## src/sv/dhpd_pkg.sv

```systemverilog
`timescale 1ns / 1ps

package dhpd_pkg;

    // Drive direction codes
    localparam logic [1:0] DIR_STOP = 2'd0;
    localparam logic [1:0] DIR_FWD  = 2'd1;
    localparam logic [1:0] DIR_BWD  = 2'd2;

    // Register indexes on the config port
    localparam logic [2:0] REG_KP     = 3'd0;
    localparam logic [2:0] REG_KI     = 3'd1;
    localparam logic [2:0] REG_KD     = 3'd2;
    localparam logic [2:0] REG_DT     = 3'd3;
    localparam logic [2:0] REG_FSAFE  = 3'd4;
    localparam logic [2:0] REG_BSAFE  = 3'd5;
    localparam logic [2:0] REG_TARGET = 3'd6;
    localparam logic [2:0] REG_MAXSPD = 3'd7;

    // Register reset values
    localparam logic [15:0] RST_KP     = 16'd3277;
    localparam logic [15:0] RST_KI     = 16'd410;
    localparam logic [15:0] RST_KD     = 16'd205;
    localparam logic [15:0] RST_DT     = 16'd3277;
    localparam logic [15:0] RST_FSAFE  = 16'd5120;
    localparam logic [15:0] RST_BSAFE  = 16'd5120;
    localparam logic [15:0] RST_TARGET = 16'd7680;
    localparam logic [8:0]  RST_MAXSPD = 9'd200;

    // Drive constants
    localparam logic [10:0] CENTER_US   = 11'd1500;
    localparam logic [8:0]  SPEED_FLOOR = 9'd50;
    localparam logic [15:0] STOP_BAND   = 16'd1280;

    // Derivative divider: (|diff| << 16) / dt, one quotient bit per cycle
    localparam int          DIV_STEPS = 33;
    localparam logic [5:0]  DIV_CNT_INIT = 6'(DIV_STEPS);

    // Shared multiplier operand select
    typedef logic [2:0] t_mul_sel;
    localparam t_mul_sel MUL_IDT  = 3'd0;  // dt * err
    localparam t_mul_sel MUL_KP   = 3'd1;  // kp * err
    localparam t_mul_sel MUL_KILO = 3'd2;  // ki * integral[19:0]
    localparam t_mul_sel MUL_KIHI = 3'd3;  // ki * integral[39:20]
    localparam t_mul_sel MUL_KD   = 3'd4;  // kd * derivative

    typedef struct packed {
        logic [15:0] kp;
        logic [15:0] ki;
        logic [15:0] kd;
        logic [15:0] dt;
        logic [15:0] front_safety;
        logic [15:0] back_safety;
        logic [15:0] setpoint;
        logic [8:0]  speed_cap;
    } t_cfg;

    // Controller to datapath
    typedef struct packed {
        logic     capture;    // latch input beat
        logic     dir_step;   // update direction, error, start divider
        t_mul_sel mul_sel;
        logic     int_upd;    // integral += dt * err
        logic     p_cap;
        logic     ilo_cap;
        logic     iprod_cap;
        logic     i_cap;
        logic     der_cap;    // saturate quotient, add P + I
        logic     sum_cap;
        logic     mag_cap;
        logic     out_load;
    } t_cmd;

    // Datapath to controller
    typedef struct packed {
        logic div_busy;
        logic out_free;
    } t_stat;

endpackage

```

## src/sv/dhpd_regs.sv

```systemverilog
`timescale 1ns / 1ps

module dhpd_regs import dhpd_pkg::*; (
    input  logic        i_clk,
    input  logic        i_rst_n,
    input  logic        psel,
    input  logic        penable,
    input  logic        pwrite,
    input  logic [4:0]  paddr,
    input  logic [31:0] pwdata,
    output logic [31:0] prdata,
    output logic        pready,
    output t_cfg        o_cfg
);

    t_cfg       r_cfg;
    logic       wr_en;
    logic [2:0] reg_idx;

    assign pready  = 1'b1;
    assign wr_en   = psel && penable && pwrite;
    assign reg_idx = paddr[4:2];
    assign o_cfg   = r_cfg;

    // Register writes
    always_ff @(posedge i_clk) begin
        if (!i_rst_n) begin
            r_cfg.kp           <= RST_KP;
            r_cfg.ki           <= RST_KI;
            r_cfg.kd           <= RST_KD;
            r_cfg.dt           <= RST_DT;
            r_cfg.front_safety <= RST_FSAFE;
            r_cfg.back_safety  <= RST_BSAFE;
            r_cfg.setpoint     <= RST_TARGET;
            r_cfg.speed_cap    <= RST_MAXSPD;
        end else if (wr_en) begin
            unique case (reg_idx)
                REG_KP:     r_cfg.kp           <= pwdata[15:0];
                REG_KI:     r_cfg.ki           <= pwdata[15:0];
                REG_KD:     r_cfg.kd           <= pwdata[15:0];
                REG_DT:     r_cfg.dt           <= pwdata[15:0];
                REG_FSAFE:  r_cfg.front_safety <= pwdata[15:0];
                REG_BSAFE:  r_cfg.back_safety  <= pwdata[15:0];
                REG_TARGET: r_cfg.setpoint     <= pwdata[15:0];
                REG_MAXSPD: r_cfg.speed_cap    <= pwdata[8:0];
            endcase
        end
    end

    // Read mux
    always_comb begin
        unique case (reg_idx)
            REG_KP:     prdata = {16'd0, r_cfg.kp};
            REG_KI:     prdata = {16'd0, r_cfg.ki};
            REG_KD:     prdata = {16'd0, r_cfg.kd};
            REG_DT:     prdata = {16'd0, r_cfg.dt};
            REG_FSAFE:  prdata = {16'd0, r_cfg.front_safety};
            REG_BSAFE:  prdata = {16'd0, r_cfg.back_safety};
            REG_TARGET: prdata = {16'd0, r_cfg.setpoint};
            REG_MAXSPD: prdata = {23'd0, r_cfg.speed_cap};
        endcase
    end

endmodule

```

## src/sv/dhpd_div.sv

```systemverilog
`timescale 1ns / 1ps

// Restoring divider: quotient of (i_num << 16) / i_den, one bit per cycle.
module dhpd_div import dhpd_pkg::*; (
    input  logic        i_clk,
    input  logic        i_rst_n,
    input  logic        i_start,
    input  logic [16:0] i_num,
    input  logic [15:0] i_den,
    output logic        o_busy,
    output logic [32:0] o_quo
);

    logic [5:0]  r_cnt;
    logic [32:0] r_quo;
    logic [15:0] r_rem;
    logic [15:0] r_den;
    logic [16:0] trial;
    logic [16:0] trial_sub;
    logic        fits;

    assign o_busy = (r_cnt != 6'd0);
    assign o_quo  = r_quo;

    // One restoring step
    assign trial     = {r_rem, r_quo[32]};
    assign fits      = (trial >= {1'b0, r_den});
    assign trial_sub = trial - {1'b0, r_den};

    // Step counter
    always_ff @(posedge i_clk) begin
        if (!i_rst_n) begin
            r_cnt <= 6'd0;
        end else if (i_start) begin
            r_cnt <= DIV_CNT_INIT;
        end else if (o_busy) begin
            r_cnt <= r_cnt - 6'd1;
        end
    end

    // Dividend shifts out as quotient bits shift in
    always_ff @(posedge i_clk) begin
        if (i_start) begin
            r_quo <= {i_num, 16'd0};
            r_rem <= 16'd0;
            r_den <= i_den;
        end else if (o_busy) begin
            r_quo <= {r_quo[31:0], fits};
            r_rem <= fits ? trial_sub[15:0] : trial[15:0];
        end
    end

endmodule

```

## src/sv/dhpd_dp.sv

```systemverilog
`timescale 1ns / 1ps

module dhpd_dp import dhpd_pkg::*; (
    input  logic        i_clk,
    input  logic        i_rst_n,
    input  t_cfg        i_cfg,
    input  t_cmd        i_cmd,
    output t_stat       o_stat,
    input  logic [15:0] i_front_distance,
    input  logic [15:0] i_back_distance,
    input  logic        i_stall,
    output logic        o_valid,
    output logic [10:0] o_left_front_us,
    output logic [10:0] o_left_rear_us,
    output logic [10:0] o_right_rear_us,
    output logic [10:0] o_right_front_us,
    output logic [1:0]  o_direction,
    output logic [8:0]  o_speed
);

    // Controller state held across items
    logic [1:0]  r_dir;
    logic [16:0] r_prev_err;
    logic [39:0] r_int;

    // Per-item working registers
    logic [15:0] r_f;
    logic [15:0] r_b;
    logic [16:0] r_err;
    logic        r_diff_neg;
    logic        r_diff_zero;
    logic [48:0] r_prod;
    logic [32:0] r_p;
    logic [35:0] r_ilo;
    logic [55:0] r_iprod;
    logic [40:0] r_i;
    logic [41:0] r_pi;
    logic [31:0] r_der;
    logic [49:0] r_sum;
    logic [8:0]  r_speed;
    logic        r_out_valid;

    logic [1:0]  n_dir;
    logic [15:0] fdiff;
    logic [15:0] bdiff;
    logic [15:0] meas;
    logic [16:0] err;
    logic [17:0] diff;
    logic [17:0] diff_abs;
    logic        div_busy;
    logic [32:0] quo;
    logic [15:0] mul_a;
    logic [31:0] mul_b;
    logic [48:0] mul_p;
    logic [40:0] int_sum;
    logic [39:0] int_sat;
    logic [56:0] iprod_sum;
    logic [55:0] iprod_abs;
    logic [40:0] i_mag;
    logic [31:0] der_sat;
    logic [49:0] sum_abs;
    logic [29:0] mag;
    logic [8:0]  speed;
    logic [10:0] pulse_plus;
    logic [10:0] pulse_minus;

    // Direction rules, highest priority first
    assign fdiff = (r_f >= i_cfg.setpoint) ? (r_f - i_cfg.setpoint)
                                           : (i_cfg.setpoint - r_f);
    assign bdiff = (r_b >= i_cfg.setpoint) ? (r_b - i_cfg.setpoint)
                                           : (i_cfg.setpoint - r_b);

    always_comb begin
        priority if (r_f < i_cfg.front_safety) begin
            n_dir = DIR_BWD;
        end else if (r_b < i_cfg.back_safety) begin
            n_dir = DIR_FWD;
        end else if (r_f < i_cfg.setpoint && r_b > i_cfg.setpoint) begin
            n_dir = DIR_BWD;
        end else if (r_f > i_cfg.setpoint && r_b < i_cfg.setpoint) begin
            n_dir = DIR_FWD;
        end else if (fdiff < STOP_BAND && bdiff < STOP_BAND) begin
            n_dir = DIR_STOP;
        end else begin
            n_dir = r_dir;
        end
    end

    // Error and its change
    assign meas     = (n_dir == DIR_FWD) ? r_f : r_b;
    assign err      = {1'b0, i_cfg.setpoint} - {1'b0, meas};
    assign diff     = {err[16], err} - {r_prev_err[16], r_prev_err};
    assign diff_abs = diff[17] ? (18'd0 - diff) : diff;

    dhpd_div u_div (
        .i_clk   (i_clk),
        .i_rst_n (i_rst_n),
        .i_start (i_cmd.dir_step),
        .i_num   (diff_abs[16:0]),
        .i_den   (i_cfg.dt),
        .o_busy  (div_busy),
        .o_quo   (quo)
    );

    // Shared 17x32 signed multiplier
    always_comb begin
        unique case (i_cmd.mul_sel)
            MUL_IDT: begin
                mul_a = i_cfg.dt;
                mul_b = {{15{r_err[16]}}, r_err};
            end
            MUL_KP: begin
                mul_a = i_cfg.kp;
                mul_b = {{15{r_err[16]}}, r_err};
            end
            MUL_KILO: begin
                mul_a = i_cfg.ki;
                mul_b = {12'd0, r_int[19:0]};
            end
            MUL_KIHI: begin
                mul_a = i_cfg.ki;
                mul_b = {{12{r_int[39]}}, r_int[39:20]};
            end
            MUL_KD: begin
                mul_a = i_cfg.kd;
                mul_b = r_der;
            end
            default: begin
                mul_a = 16'd0;
                mul_b = 32'd0;
            end
        endcase
    end

    assign mul_p = 49'($signed({1'b0, mul_a}) * $signed(mul_b));

    // Integral with 40-bit saturation
    assign int_sum = {r_int[39], r_int} + r_prod[40:0];
    assign int_sat = (int_sum[40] != int_sum[39])
                   ? (int_sum[40] ? {1'b1, 39'd0} : {1'b0, {39{1'b1}}})
                   : int_sum[39:0];

    // ki * integral from two partial products, magnitude shifted by 16
    assign iprod_sum = {r_prod[36:0], 20'd0} + {21'd0, r_ilo};
    assign iprod_abs = r_iprod[55] ? (56'd0 - r_iprod) : r_iprod;
    assign i_mag     = {1'b0, iprod_abs[55:16]};

    // Signed, saturated derivative from the quotient magnitude
    always_comb begin
        priority if (i_cfg.dt == 16'd0) begin
            if (r_diff_zero) begin
                der_sat = 32'd0;
            end else begin
                der_sat = r_diff_neg ? 32'h8000_0000 : 32'h7FFF_FFFF;
            end
        end else if (r_diff_neg) begin
            der_sat = (quo > 33'h0_8000_0000) ? 32'h8000_0000 : (32'd0 - quo[31:0]);
        end else begin
            der_sat = (quo > 33'h0_7FFF_FFFF) ? 32'h7FFF_FFFF : quo[31:0];
        end
    end

    // Output magnitude and clamp
    assign sum_abs = r_sum[49] ? (50'd0 - r_sum) : r_sum;
    assign mag     = sum_abs[49:20];

    always_comb begin
        priority if (mag < 30'(SPEED_FLOOR)) begin
            speed = SPEED_FLOOR;
        end else if (mag > 30'(i_cfg.speed_cap)) begin
            speed = i_cfg.speed_cap;
        end else begin
            speed = mag[8:0];
        end
    end

    assign pulse_plus  = CENTER_US + 11'(r_speed);
    assign pulse_minus = CENTER_US - 11'(r_speed);

    // State kept across items
    always_ff @(posedge i_clk) begin
        if (!i_rst_n) begin
            r_dir      <= DIR_STOP;
            r_prev_err <= 17'd0;
            r_int      <= 40'd0;
        end else begin
            if (i_cmd.dir_step) begin
                r_dir      <= n_dir;
                r_prev_err <= err;
            end
            if (i_cmd.int_upd) begin
                r_int <= int_sat;
            end
        end
    end

    // Working registers
    always_ff @(posedge i_clk) begin
        r_prod <= mul_p;
        if (i_cmd.capture) begin
            r_f <= i_front_distance;
            r_b <= i_back_distance;
        end
        if (i_cmd.dir_step) begin
            r_err       <= err;
            r_diff_neg  <= diff[17];
            r_diff_zero <= (diff == 18'd0);
        end
        if (i_cmd.p_cap) begin
            r_p <= r_prod[32:0];
        end
        if (i_cmd.ilo_cap) begin
            r_ilo <= r_prod[35:0];
        end
        if (i_cmd.iprod_cap) begin
            r_iprod <= iprod_sum[55:0];
        end
        if (i_cmd.i_cap) begin
            r_i <= r_iprod[55] ? (41'd0 - i_mag) : i_mag;
        end
        if (i_cmd.der_cap) begin
            r_der <= der_sat;
            r_pi  <= {{9{r_p[32]}}, r_p} + {r_i[40], r_i};
        end
        if (i_cmd.sum_cap) begin
            r_sum <= {{8{r_pi[41]}}, r_pi} + {r_prod[48], r_prod};
        end
        if (i_cmd.mag_cap) begin
            r_speed <= speed;
        end
    end

    // Output register
    always_ff @(posedge i_clk) begin
        if (!i_rst_n) begin
            r_out_valid <= 1'b0;
        end else if (i_cmd.out_load) begin
            r_out_valid <= 1'b1;
        end else if (!i_stall) begin
            r_out_valid <= 1'b0;
        end
    end

    always_ff @(posedge i_clk) begin
        if (i_cmd.out_load) begin
            o_direction <= r_dir;
            o_speed     <= r_speed;
            unique case (r_dir)
                DIR_FWD: begin
                    o_left_front_us  <= pulse_plus;
                    o_left_rear_us   <= pulse_plus;
                    o_right_rear_us  <= pulse_minus;
                    o_right_front_us <= pulse_minus;
                end
                DIR_BWD: begin
                    o_left_front_us  <= pulse_minus;
                    o_left_rear_us   <= pulse_minus;
                    o_right_rear_us  <= pulse_plus;
                    o_right_front_us <= pulse_plus;
                end
                default: begin
                    o_left_front_us  <= CENTER_US;
                    o_left_rear_us   <= CENTER_US;
                    o_right_rear_us  <= CENTER_US;
                    o_right_front_us <= CENTER_US;
                end
            endcase
        end
    end

    assign o_valid         = r_out_valid;
    assign o_stat.div_busy = div_busy;
    assign o_stat.out_free = !r_out_valid || !i_stall;

endmodule

```

## src/sv/dhpd_ctrl.sv

```systemverilog
`timescale 1ns / 1ps

module dhpd_ctrl import dhpd_pkg::*; (
    input  logic  i_clk,
    input  logic  i_rst_n,
    input  logic  i_valid,
    output logic  o_stall,
    input  t_stat i_stat,
    output t_cmd  o_cmd
);

    localparam logic [3:0] S_IDLE     = 4'd0;
    localparam logic [3:0] S_DIR      = 4'd1;
    localparam logic [3:0] S_M_IDT    = 4'd2;
    localparam logic [3:0] S_M_KP     = 4'd3;
    localparam logic [3:0] S_M_KILO   = 4'd4;
    localparam logic [3:0] S_M_KIHI   = 4'd5;
    localparam logic [3:0] S_I_SUM    = 4'd6;
    localparam logic [3:0] S_I_ABS    = 4'd7;
    localparam logic [3:0] S_DIV_WAIT = 4'd8;
    localparam logic [3:0] S_DER      = 4'd9;
    localparam logic [3:0] S_M_KD     = 4'd10;
    localparam logic [3:0] S_SUM      = 4'd11;
    localparam logic [3:0] S_MAG      = 4'd12;
    localparam logic [3:0] S_OUT      = 4'd13;

    logic [3:0] r_state;
    logic [3:0] n_state;

    assign o_stall = (r_state != S_IDLE);

    always_ff @(posedge i_clk) begin
        if (!i_rst_n) begin
            r_state <= S_IDLE;
        end else begin
            r_state <= n_state;
        end
    end

    // Sequencer: next state and datapath commands
    always_comb begin
        n_state = r_state;
        o_cmd   = '0;
        o_cmd.mul_sel = MUL_KD;
        unique case (r_state)
            S_IDLE: begin
                if (i_valid) begin
                    o_cmd.capture = 1'b1;
                    n_state       = S_DIR;
                end
            end
            S_DIR: begin
                o_cmd.dir_step = 1'b1;
                n_state        = S_M_IDT;
            end
            S_M_IDT: begin
                o_cmd.mul_sel = MUL_IDT;
                n_state       = S_M_KP;
            end
            S_M_KP: begin
                o_cmd.mul_sel = MUL_KP;
                o_cmd.int_upd = 1'b1;
                n_state       = S_M_KILO;
            end
            S_M_KILO: begin
                o_cmd.mul_sel = MUL_KILO;
                o_cmd.p_cap   = 1'b1;
                n_state       = S_M_KIHI;
            end
            S_M_KIHI: begin
                o_cmd.mul_sel = MUL_KIHI;
                o_cmd.ilo_cap = 1'b1;
                n_state       = S_I_SUM;
            end
            S_I_SUM: begin
                o_cmd.iprod_cap = 1'b1;
                n_state         = S_I_ABS;
            end
            S_I_ABS: begin
                o_cmd.i_cap = 1'b1;
                n_state     = S_DIV_WAIT;
            end
            S_DIV_WAIT: begin
                if (!i_stat.div_busy) begin
                    n_state = S_DER;
                end
            end
            S_DER: begin
                o_cmd.der_cap = 1'b1;
                n_state       = S_M_KD;
            end
            S_M_KD: begin
                o_cmd.mul_sel = MUL_KD;
                n_state       = S_SUM;
            end
            S_SUM: begin
                o_cmd.sum_cap = 1'b1;
                n_state       = S_MAG;
            end
            S_MAG: begin
                o_cmd.mag_cap = 1'b1;
                n_state       = S_OUT;
            end
            S_OUT: begin
                if (i_stat.out_free) begin
                    o_cmd.out_load = 1'b1;
                    n_state        = S_IDLE;
                end
            end
            default: begin
                n_state = S_IDLE;
            end
        endcase
    end

endmodule

```

## src/sv/distance_hold_pid_drive_unit.sv

```systemverilog
// The time from an accepted input beat to o_valid is set by the bit-serial
// derivative divider plus the multiply/sum steps after it. A new beat is
// accepted only once the previous item is done; a held output stall delays
// an item only when the previous result is still in the output register.
// Reset (i_rst_n low, synchronous): gains and limits to their defaults,
// integral, previous error and direction cleared, output register emptied.
`timescale 1ns / 1ps

module distance_hold_pid_drive_unit import dhpd_pkg::*; (
    input  logic        i_clk,
    input  logic        i_rst_n,
    // config port
    input  logic        psel,
    input  logic        penable,
    input  logic        pwrite,
    input  logic [4:0]  paddr,
    input  logic [31:0] pwdata,
    output logic [31:0] prdata,
    output logic        pready,
    // input channel
    input  logic        i_valid,
    output logic        o_stall,
    input  logic [15:0] i_front_distance,
    input  logic [15:0] i_back_distance,
    // output channel
    output logic        o_valid,
    input  logic        i_stall,
    output logic [10:0] o_left_front_us,
    output logic [10:0] o_left_rear_us,
    output logic [10:0] o_right_rear_us,
    output logic [10:0] o_right_front_us,
    output logic [1:0]  o_direction,
    output logic [8:0]  o_speed
);

    t_cfg  cfg;
    t_cmd  cmd;
    t_stat stat;

    dhpd_regs u_regs (
        .i_clk   (i_clk),
        .i_rst_n (i_rst_n),
        .psel    (psel),
        .penable (penable),
        .pwrite  (pwrite),
        .paddr   (paddr),
        .pwdata  (pwdata),
        .prdata  (prdata),
        .pready  (pready),
        .o_cfg   (cfg)
    );

    dhpd_ctrl u_ctrl (
        .i_clk   (i_clk),
        .i_rst_n (i_rst_n),
        .i_valid (i_valid),
        .o_stall (o_stall),
        .i_stat  (stat),
        .o_cmd   (cmd)
    );

    dhpd_dp u_dp (
        .i_clk            (i_clk),
        .i_rst_n          (i_rst_n),
        .i_cfg            (cfg),
        .i_cmd            (cmd),
        .o_stat           (stat),
        .i_front_distance (i_front_distance),
        .i_back_distance  (i_back_distance),
        .i_stall          (i_stall),
        .o_valid          (o_valid),
        .o_left_front_us  (o_left_front_us),
        .o_left_rear_us   (o_left_rear_us),
        .o_right_rear_us  (o_right_rear_us),
        .o_right_front_us (o_right_front_us),
        .o_direction      (o_direction),
        .o_speed          (o_speed)
    );

endmodule

```

## config.mk

```make
export PLATFORM = sky130hd
export DESIGN_NAME = distance_hold_pid_drive_unit
export DESIGN_NICKNAME = d
export VERILOG_FILES = /design/src/sv/dhpd_pkg.sv /design/src/sv/dhpd_regs.sv /design/src/sv/dhpd_div.sv /design/src/sv/dhpd_dp.sv /design/src/sv/dhpd_ctrl.sv /design/src/sv/distance_hold_pid_drive_unit.sv
export SDC_FILE = /design/constraint.sdc
export NUM_CORES = 2
export LEC_CHECK = 0
export BUFFER_PORTS_ARGS = -buffer_cell sky130_fd_sc_hd__buf_2
export CORE_MARGIN = 5
export CORE_UTILIZATION = 35
export CTS_CLUSTER_SIZE = 16
export DETAILED_ROUTE_END_ITERATION = 7
export PLACE_DENSITY = 0.58
export SLEW_MARGIN = 5
export SYNTH_ARGS = -nofsm -noshare
export SYNTH_HDL_FRONTEND = slang
export SYNTH_SLANG_ARGS = --single-unit
export TNS_END_PERCENT = 100
```

## constraint.sdc

```tcl
create_clock -name i_clk -period 10.5 [get_ports i_clk]
set_clock_uncertainty 0.1 [all_clocks]
set_input_delay 2.1 -clock i_clk [delete_from_list [all_inputs] [get_ports i_clk]]
set_output_delay 2.1 -clock i_clk [all_outputs]
set_load 0.02 [all_outputs]
```

==> results.ini <==
[sta]
hold_viol=0
rsz0062_at_grt=false
max_clock_freq_mhz=98.1
setup_violations=0
relSlewSlack_pct=16.8
fin_tns_setup_ps=0
timing.final.crit_share_pct=97.0
worstMarginPinSlew_ps=1240
holdWs_ps=317
finalCriticalPeriod_ps=10190
drv_slew=0

[critical_path]
worst_path_most_repeated_cell=fa_1
path_delay_family=adder cells
r2r-start=u_ctrl.r_state[1]
worst_path_max_delay_cell=a222oi_1
reg2reg_slack_ps=310
end_kind=flip-flop
rr_endpoint=u_dp.r_prod[46]
crit_type=flip-flop to flip-flop
rr_worst_depth=30
worstPathMaxFanout=13
cp.arrival_ps=10680
path_buf_inv=6
crit_path_max_incr_delay_ps=700
start_kind=flip-flop
required_ps=11000

[hold_path]
min_to=u_dp.r_iprod[16]
hold_depth=0
min_path_type=flip-flop to flip-flop
hold_start=u_dp.r_ilo[16]

[cts]
clock_latency_ps=700
root_buffer=clkbuf_16
cts_sinks=687
tritoncts=built
clk_pin_slew_ps=60
htreeDepth=3
clock_path_buffers=3
cts-buffers-inserted=78

[status]
status=finished with violations
violations=DRC

[synth]
syn_inst=6525
synthTopCellsByCount=nand2_1, inv_1, fa_1
ys_warn_count=0
yosys.area.top_type=edfxtp_1
synth_xor_area_share_pct=4.85
yosysMostFrequentCell=nand2_1
yosys_most_used_dff=edfxtp_1
synth_fa_ha_area_share_pct=25.6
synth-compound-area-share_pct=15.0
yosysUniqueCellTypes=105
netlist_area_sq_um=59500
synth_top_cell_area_share_pct=20.9
synth_area_leaders=edfxtp_1, fa_1, dfxtp_1, ha_1, nand2_1
async_flop_share_pct=0
synth_top_family_by_area=adder cells
yosys.area_share.simple_pct=15.9
ys_ff_latch=687
synth_seq_area_share_pct=30.1
muxShareOfSynthArea_pct=1.27
synth_edf_count=415
syn-mean-instance-area_sq_um=9.13

[finish]
final_layout_size_suffix_gt1_share_pct=6.88
fin_area_sq_um=65300
areaGrowthSynthToFinish_pct=9.62
fin_nets=7537

[drt]
wl_per_cell_microns=20.9
via_count=47500
firstDrtPassIters=8
totalWireLength_mm=185
antenna_left=0
drtIter0Drc=3998
drc=2
vias_per_cell=5.38

[grt]
grt-busiest-layer=met2
grt_max_degree=90
grt_pass1_wl_mm=283
groute.usage.overall_pct=20.3
grt_pass1_vias=46900
antenna_found_initial=14
grt_overflow=0
grt_util_met2_pct=33.1
grt_use_met3_pct=3.42
grtUsageMet1_pct=27.5

[die]
row_count=151
pin_count=166
die_h_microns=422
core_area_sq_um=169000
chipWidth_microns=422
start_util_pct=35.2
die-area_sq_um=178000

[pwr]
ir_worst_vdd_uv=464
powerDensity_nw_per_um2=343
p_leak_nw=27.0

[place]
place.gp.congestion=0.927
portBuffers=130
post_dp_cell_area_sq_um=62600
dp_hpwl_mm=146

[run]
drv_cap=0

[worst register-to-register path, delay by kind of cell, from the launching register on]
family / cells / cell delay [ps]
and+or+nand+nor: 8 / 2410
adders and majority gates: 7 / 3060
buffers and inverters: 6 / 1030
xor gates and xnor gates: 1 / 240
DFF: 1 / 550
AOI/OAI and AO/OA: 8 / 2680
[power breakdown]
part	total, W	internal, W	switching (W)
clock	0.00289	0.00167	0.00122
combinational	0.0155	0.00627	0.00924
sequential	0.00400	0.00351	0.000492
total	0.0224	0.0114	0.0110
[layout by cell type (no fill, tap or decap), types with 16 or more instances in the layout]
| master | n |
|---|---|
| nor4_1 | 38 |
| o21bai_1 | 36 |
| nand2b_1 | 65 |
| buf_4 | 96 |
| a222oi_1 | 27 |
| a211oi_1 | 84 |
| o21a_1 | 41 |
| nand3_1 | 115 |
| o211ai_1 | 42 |
| dfxtp_1 | 272 |
| a31oi_1 | 51 |
| xnor2_1 | 218 |
| o21ai_0 | 253 |
| nand4_1 | 65 |
| edfxtp_1 | 415 |
| o31ai_1 | 21 |
| xor2_1 | 112 |
| ha_1 | 425 |
| nand2_1 | 924 |
| nor2_1 | 457 |
| mux2i_1 | 61 |
| clkinv_1 | 16 |
| or2_2 | 24 |
| inv_1 | 779 |
| buf_2 | 129 |
| nor2b_1 | 63 |
| and2_1 | 34 |
| a221o_1 | 16 |
| clkbuf_16 | 78 |
| a21oi_1 | 324 |
| conb_1 | 17 |
| fa_1 | 496 |
| or3_1 | 33 |
| nor3_1 | 99 |
| a21boi_0 | 116 |
| and3_1 | 35 |
| and4_1 | 21 |
| o22ai_1 | 29 |
| a21o_1 | 139 |
[metal layers]
metal | share of wire [%] | routed length [microns]
met1 | 44 | 81100
met5 | 0.0070 | 13
met2 | 45 | 84000
met4 | 3.8 | 7040
met3 | 6.8 | 12700
[cell families after synthesis]
| kind of cell | after synthesis |
|---|---|
| AO/OA/AOI/OAI | 1357 |
| XOR/XNOR | 330 |
| adder cells (fa/ha/maj) | 921 |
| buffers and inverters | 1087 |
| flip-flops | 687 |
| multiplexers | 72 |
| other | 2 |
| AND/OR/NAND/NOR | 2069 |
[metrics by stage]
step / std cells / setup WS (ps) / util (%) / total power (W)
after floorplan: 6540 / 1680 / - / 0.0152
after global placement: 8677 / 521 / 37.0 / 0.0191
after detailed placement: 8677 / 522 / 37.0 / 0.0194
after CTS: 8820 / 498 / 38.5 / 0.0224
after global routing: 8823 / 71.5 / 38.6 / 0.0245
final: 8825 / 310 / 38.6 / 0.0224
[timing repair]
action,in CTS,in global routing
hold buffers,0,0
gates resized for setup,0,4
buffers inserted,0,0
endpoints found under the setup margin,0,18
[sequential cells by signal (all words and copies together) (netlist names), 4 cells and up]
register and cells:
u_dp.u_div.o_quo 33, u_dp.r_speed 9, u_dp.u_div.r_rem 16, u_dp.r_p 33, u_dp.o_right_rear_us 11, u_dp.o_speed 9
u_dp.r_i 41, u_dp.r_prod 49, u_dp.u_div.r_den 16, u_dp.r_prev_err 17, u_dp.r_err 17, u_dp.r_iprod 56
u_dp.r_sum 50, u_regs.o_cfg 121, u_dp.r_int 40, u_dp.r_f 16, u_ctrl.r_state 4, u_dp.r_ilo 36
u_dp.r_pi 42, u_dp.r_der 32, u_dp.r_b 16, u_dp.o_left_front_us 10, u_dp.u_div.r_cnt 6
[final cells by class]
class,count,area [sq um]
Clock buffer,93,2080
Inverter,780,2930
Sequential cell,687,17900
Timing Repair Buffer,226,1390
Fill cell,16900,104000
Multi-Input combinational cell,4767,37600
Antenna cell,4,10.0
Tap cell,2218,2780
Clock inverter,50,568
[how the worst max path moves through the flow]
| stage | startpoint | end | slack, ps | cells after the start |
|---|---|---|---|---|
| floorplan | u_ctrl.r_state[2] | u_dp.r_prod[46] | 1680 | 30 |
| global placement | u_ctrl.r_state[1] | u_dp.r_prod[46] | 520 | 31 |
| detailed placement | u_ctrl.r_state[2] | u_dp.r_prod[46] | 520 | 31 |
| CTS | u_ctrl.r_state[1] | u_dp.r_prod[46] | 500 | 31 |
| global route | u_ctrl.r_state[1] | u_dp.r_prod[46] | 70 | 30 |
| finish | u_ctrl.r_state[1] | u_dp.r_prod[46] | 310 | 30 |
(Power assumes the default switching activity.)
